**config.mk**
```make
export PLATFORM = sky130hd
export DESIGN_NAME = ddcrfc_frame_fsm
export DESIGN_NICKNAME = d
export VERILOG_FILES = /design/src/hw/rtl/ddcrfc_pkg.sv /design/src/hw/rtl/ddcrfc_frame_fsm.sv
export SDC_FILE = /design/constraint.sdc
export NUM_CORES = 1
export LEC_CHECK = 0
export BUFFER_PORTS_ARGS = -buffer_cell sky130_fd_sc_hd__buf_2
export CAP_MARGIN = 20
export CORE_MARGIN = 1.5
export CORE_UTILIZATION = 25
export CTS_CLUSTER_DIAMETER = 30
export DETAILED_ROUTE_END_ITERATION = 7
export PLACE_DENSITY = 0.41
export SYNTH_ARGS = -nofsm -noshare
export SYNTH_HDL_FRONTEND = slang
export SYNTH_SLANG_ARGS = --single-unit
```
**constraint.sdc**
```tcl
create_clock -name i_clk -period 2.09 [get_ports i_clk]
set_input_delay 0.1045 -clock i_clk [delete_from_list [all_inputs] [get_ports i_clk]]
set_output_delay 0.1045 -clock i_clk [all_outputs]
set_load 0.01 [all_outputs]
```
**src/hw/rtl/ddcrfc_pkg.sv**
```systemverilog
package ddcrfc_pkg;

    localparam logic [7:0] C_SEED_XOR = 8'h50;
    localparam logic [7:0] C_BUSY_A   = 8'h51;
    localparam logic [7:0] C_BUSY_B   = 8'hFF;
    localparam logic [7:0] C_LEN_FLAG = 8'h80;
    localparam logic [6:0] C_MAX_LEN  = 7'd127;

    localparam logic [6:0] C_DEV_ADDR_RST      = 7'd55;
    localparam logic [6:0] C_PAYLOAD_LIMIT_RST = 7'd8;

    // configuration register indexes
    localparam logic C_REG_DEVICE_ADDRESS = 1'b0;
    localparam logic C_REG_PAYLOAD_LIMIT  = 1'b1;

    typedef enum logic [2:0] {
        PH_IDLE,
        PH_LENGTH,
        PH_PAYLOAD,
        PH_CHECK,
        PH_DONE
    } t_phase;

    typedef enum logic [2:0] {
        ST_OK         = 3'd0,
        ST_BUSY       = 3'd1,
        ST_BAD_SOURCE = 3'd2,
        ST_NO_FLAG    = 3'd3,
        ST_TOO_LONG   = 3'd4,
        ST_CHECKSUM   = 3'd5
    } t_status;

    typedef struct packed {
        logic [6:0] device_address;
        logic [6:0] payload_limit;
    } t_cfg_regs;

    typedef struct packed {
        logic [7:0] out_byte;
        logic       is_status;
        logic [2:0] status;
        logic [6:0] payload_count;
    } t_result;

endpackage

```
**src/hw/rtl/ddcrfc_frame_fsm.sv**
```systemverilog
module ddcrfc_frame_fsm
    import ddcrfc_pkg::*;
(
    input  logic       i_clk,
    input  logic       i_rst_n,
    input  logic       i_step,
    input  logic [7:0] i_rx_byte,
    input  logic       i_frame_start,
    input  t_cfg_regs  i_cfg,
    output logic       o_res_valid,
    output t_result    o_res
);

    t_phase     r_phase, n_phase;
    logic [7:0] r_xor, n_xor;
    logic [6:0] r_left, n_left;
    logic [6:0] r_len, n_len;

    logic       busy_src;
    logic       src_ok;
    logic [6:0] len_field;
    logic       len_flag;
    logic       too_long;
    logic [7:0] xor_b;
    logic [6:0] left_dec;

    assign busy_src  = (i_rx_byte == C_BUSY_A) || (i_rx_byte == C_BUSY_B);
    assign src_ok    = (i_rx_byte == {i_cfg.device_address, 1'b0});
    assign len_field = i_rx_byte[6:0];
    assign len_flag  = (i_rx_byte & C_LEN_FLAG) != 8'h00;
    assign too_long  = (len_field > i_cfg.payload_limit) || (len_field > C_MAX_LEN);
    assign xor_b     = r_xor ^ i_rx_byte;
    assign left_dec  = r_left - 7'd1;

    // next phase
    always_comb begin
        n_phase = r_phase;
        if (i_frame_start) begin
            n_phase = (busy_src || !src_ok) ? PH_DONE : PH_LENGTH;
        end else begin
            unique case (r_phase)
                PH_LENGTH: begin
                    if (!len_flag || too_long) begin
                        n_phase = PH_DONE;
                    end else begin
                        n_phase = (len_field == 7'd0) ? PH_CHECK : PH_PAYLOAD;
                    end
                end
                PH_PAYLOAD: begin
                    if (left_dec == 7'd0) begin
                        n_phase = PH_CHECK;
                    end
                end
                PH_CHECK: n_phase = PH_DONE;
                PH_IDLE,
                PH_DONE:  n_phase = r_phase;
                default:  n_phase = PH_IDLE;
            endcase
        end
    end

    // datapath and result
    always_comb begin
        n_xor       = r_xor;
        n_left      = r_left;
        n_len       = r_len;
        o_res_valid = 1'b0;
        o_res       = '0;
        if (i_frame_start) begin
            n_xor  = C_SEED_XOR;
            n_left = 7'd0;
            n_len  = 7'd0;
            if (busy_src) begin
                o_res_valid     = 1'b1;
                o_res.is_status = 1'b1;
                o_res.status    = ST_BUSY;
            end else if (!src_ok) begin
                o_res_valid     = 1'b1;
                o_res.is_status = 1'b1;
                o_res.status    = ST_BAD_SOURCE;
            end else begin
                n_xor = C_SEED_XOR ^ i_rx_byte;
            end
        end else begin
            unique case (r_phase)
                PH_LENGTH: begin
                    if (!len_flag) begin
                        o_res_valid         = 1'b1;
                        o_res.is_status     = 1'b1;
                        o_res.status        = ST_NO_FLAG;
                        o_res.payload_count = len_field;
                    end else if (too_long) begin
                        o_res_valid         = 1'b1;
                        o_res.is_status     = 1'b1;
                        o_res.status        = ST_TOO_LONG;
                        o_res.payload_count = len_field;
                    end else begin
                        n_xor  = xor_b;
                        n_len  = len_field;
                        n_left = len_field;
                    end
                end
                PH_PAYLOAD: begin
                    n_xor          = xor_b;
                    n_left         = left_dec;
                    o_res_valid    = 1'b1;
                    o_res.out_byte = i_rx_byte;
                end
                PH_CHECK: begin
                    n_xor               = xor_b;
                    o_res_valid         = 1'b1;
                    o_res.is_status     = 1'b1;
                    o_res.status        = (xor_b == 8'h00) ? ST_OK : ST_CHECKSUM;
                    o_res.payload_count = r_len;
                end
                PH_IDLE,
                PH_DONE: ;
                default: ;
            endcase
        end
    end

    always_ff @(posedge i_clk) begin
        if (!i_rst_n) begin
            r_phase <= PH_IDLE;
            r_xor   <= C_SEED_XOR;
            r_left  <= 7'd0;
            r_len   <= 7'd0;
        end else if (i_step) begin
            r_phase <= n_phase;
            r_xor   <= n_xor;
            r_left  <= n_left;
            r_len   <= n_len;
        end
    end

endmodule

```
==> impl_results.md <==
* Busiest grt layer: met2
* Worst-path clk slew at 0.10 ns
* FMAX at 511 MHz
* Wire per inst at 16.6 um
* Setup Viol. Count Final at 0
* Count of pins over their slew limit at 0
* Worst Max-Slew Pin Slew at 0.523 ns
* CTS tree: yes
* Placed Area at 2570 um^2
* Crit-path cells: and2b_1 > and2_2 > o211ai_1 > o31ai_1 > buf_2
* CP Buf/Inv Count at 1
* Setup TNS at 0 ns
* Synth top area cells: dfxtp_1 (23%), xnor2_1 (7.8%), o21ai_0 (5.6%)
* Area share of the largest cell type after synthesis at 23.4%
* Starting Density at 25.9%
* Worst Setup End Kind: output pin
* IO Port Bufs at 45
* Most used DFF post-synth: dfxtp_1
* Share of layout cells above drive strength 1 at 26.4%
* Root buf cell: clkbuf_8
* Worst slew margin at 65.1%
* Worst path arrival time at 1.85 ns
* Asr flop ratio synth at 0%
* Post-synthesis net count at 319
* Layout Nets at 369
* Cts bufs inserted at 3
* Synthesized instance count at 284
* Via count at 2,309
* Pwr dens at 435 nW/um^2
* Total track usage at 16.7%
* Post-Layout Cell Count at 438
* Hold Vio Cnt, Final at 0
* Commonest non-fill, non-tap cell in the layout: buf_2
* Status: finished clean
* Cell Rows at 33
* Number of diodes at 0
* EDFF count, synth at 0
* Hold Path Class: in -> reg
* Ys Warns at 0
* Die width at 95.5 um
* Most frequent cells in the layout: buf_2 (45), nand2_1 (31), dfxtp_1 (25), o21ai_0 (24), buf_4 (24)
* Seq cells post-synth at 25
* # DRC at 0
* Clk_lat worst skew at 0.28 ns
* Master of the slowest instance on the critical path: dfxtp_1
* Crit start category: flop
* CORE AREA at 8260 um^2
* Post-DRT Antenna Nets at 0
* Design Area, Final at 2630 um^2
* GR Util met2 at 25.9%
* Sequential fraction of the synthesis area at 23.4%
* Leakage at 0.00103 uW
* Total power draw at 1140 uW
* Largest net degree at the start of global routing at 23
* Max H-tree Level at 1
* Library cells used by synthesis at 54
* Die footprint at 9110 um^2
* I/O Pins at 46
* Initial antenna violation count at 0
* First-pass GRT wire length at 11,500 um
* Fillers at 914
* Type of the worst setup path: reg -> out
* Post-Syn Area at 2140 um^2
* Global Route met1 Usage at 24.3%
* CTS max path bufs at 2
* WL final at 7260 um
* Max cap viols at 0
* Post-CTS setup buffer count at 0
* Worst vdd ir at 201 uV
* Crit path required time at 1.99 ns
* Die height at 95.5 um
* Final period utilization at 93.6%
* CTS sink cnt at 25
* Grt met3 use at 2.15%
* GRT overflow at 0
* Worst path max stage delay at 0.39 ns
* Skew final at 0.00554 ns
* Syn avg cell area at 7.52 um^2
* Detailed Route Iter0 Violations at 134
* Final min period at 1.96 ns
* Delay-heaviest family, CP: simple AND/OR/NAND/NOR gates
* Vias in the first global route at 2,132
* Placed cells at 434
* Area Growth Syn to Fin at 23.0%
* Avg Vias per Cell at 5.27
* First-pass DRT Iterations at 4
* GP Congestion at 0.868
* Synth area leader: dfxtp_1
* Unrepaired setup endpoints after global routing: no
* Critical-path maximum fanout at 9
* Detail Placement HPWL at 5220 um
flip-flops by register name, indices dropped and copies added, names as in the netlist:
| signal | flops |
|---|---|
| r_phase | 3 |
| r_left | 7 |
| r_xor | 8 |
| r_len | 7 |
layer usage:
layer | vias up | share of wire, %
li1 | 1145 | -
met1 | 1094 | 49
met2 | 64 | 46
met3 | 6 | 5.0
met4 | 0 | 0.63
met5 | - | 0
worst reg2reg max path, stage by stage, from the launching register on:
cell and delay, ns:
dfxtp_1 0.36, inv_1 0.08, ha_1 0.19, nor3b_2 0.17
and3_1 0.18, a211oi_1 0.32, o31a_2 0.25, o21ai_0 0.08
a41oi_1 0.16
where the power goes:
group	switching, uW	total [uW]	internal (uW)
Sequential	10.4	496	486
Combinational	195	335	139
Clock	175	312	137
Total	380	1140	762
cell usage after synthesis, drive strengths merged (2+ instances only):
cell type / n
a211oi: 3
and3: 9
buf: 11
or3: 2
mux2: 4
inv: 11
o31a: 3
nand2: 31
nor4b: 2
nor2: 22
and2: 2
and2b: 2
a21oi: 12
o31ai: 3
nand3b: 2
mux2i: 2
o2111ai: 5
o21ai: 27
nand4: 10
nor3: 4
a22oi: 8
o21a: 2
o32a: 2
clkbuf: 13
o22ai: 2
ha: 9
nor3b: 2
xnor2: 19
dfxtp: 25
o211ai: 8
nand3: 12
logic make-up after synthesis:
group                    share of synthesized area, %
buffers and inverters                            6.97
adder cells (fa/ha/maj)                          5.27
XOR/XNOR                                         8.20
multiplexers                                     3.04
AND/OR/NAND/NOR                                  25.2
flip-flops                                       23.4
AO/OA/AOI/OAI                                    27.9
layout make-up:
cell class	count	area, um^2	area share [%]
Timing Repair Buffer	69	405	15.4
Tap cell	105	131	5.00
Sequential cell	25	500	19.0
Inverter	12	45.0	1.71
Clock buffer	4	45.0	1.71
Multi-Input combinational cell	223	1500	57.1
final timing paths:
check / startpoint / to / slack (ns) / depth (start not counted)
setup / recovery: r_phase[2]$_SDFFE_PN0P_ / o_res[9] / 0.13 / 5
hold / removal: i_rst_n / r_len[0]$_SDFFE_PN0P_ / 0.28 / 4
hold reg to reg: r_len[3]$_SDFFE_PN0P_ / r_len[3]$_SDFFE_PN0P_ / 0.46 / 2
setup reg to reg: r_left[1]$_SDFFE_PN0P_ / r_phase[0]$_SDFFE_PN0P_ / 0.23 / 8
timing repair:
action / in CTS / in global routing
cloned: 0 / 0
hold buffers: 0 / 0
resized for setup: 1 / 3
setup endpoints to repair: 1 / 11
metrics by stage:
step	util [%]	setup slack, ns	hold WS, ns
floorplan	-	0.282	0.317
global placement	31.1	0.0943	0.450
detailed placement	31.1	0.0976	0.447
CTS	31.7	0.0563	0.276
global route	31.8	0.0129	0.300
finish	31.8	0.134	0.283
Note: power is estimated with default switching activity, not from simulation.
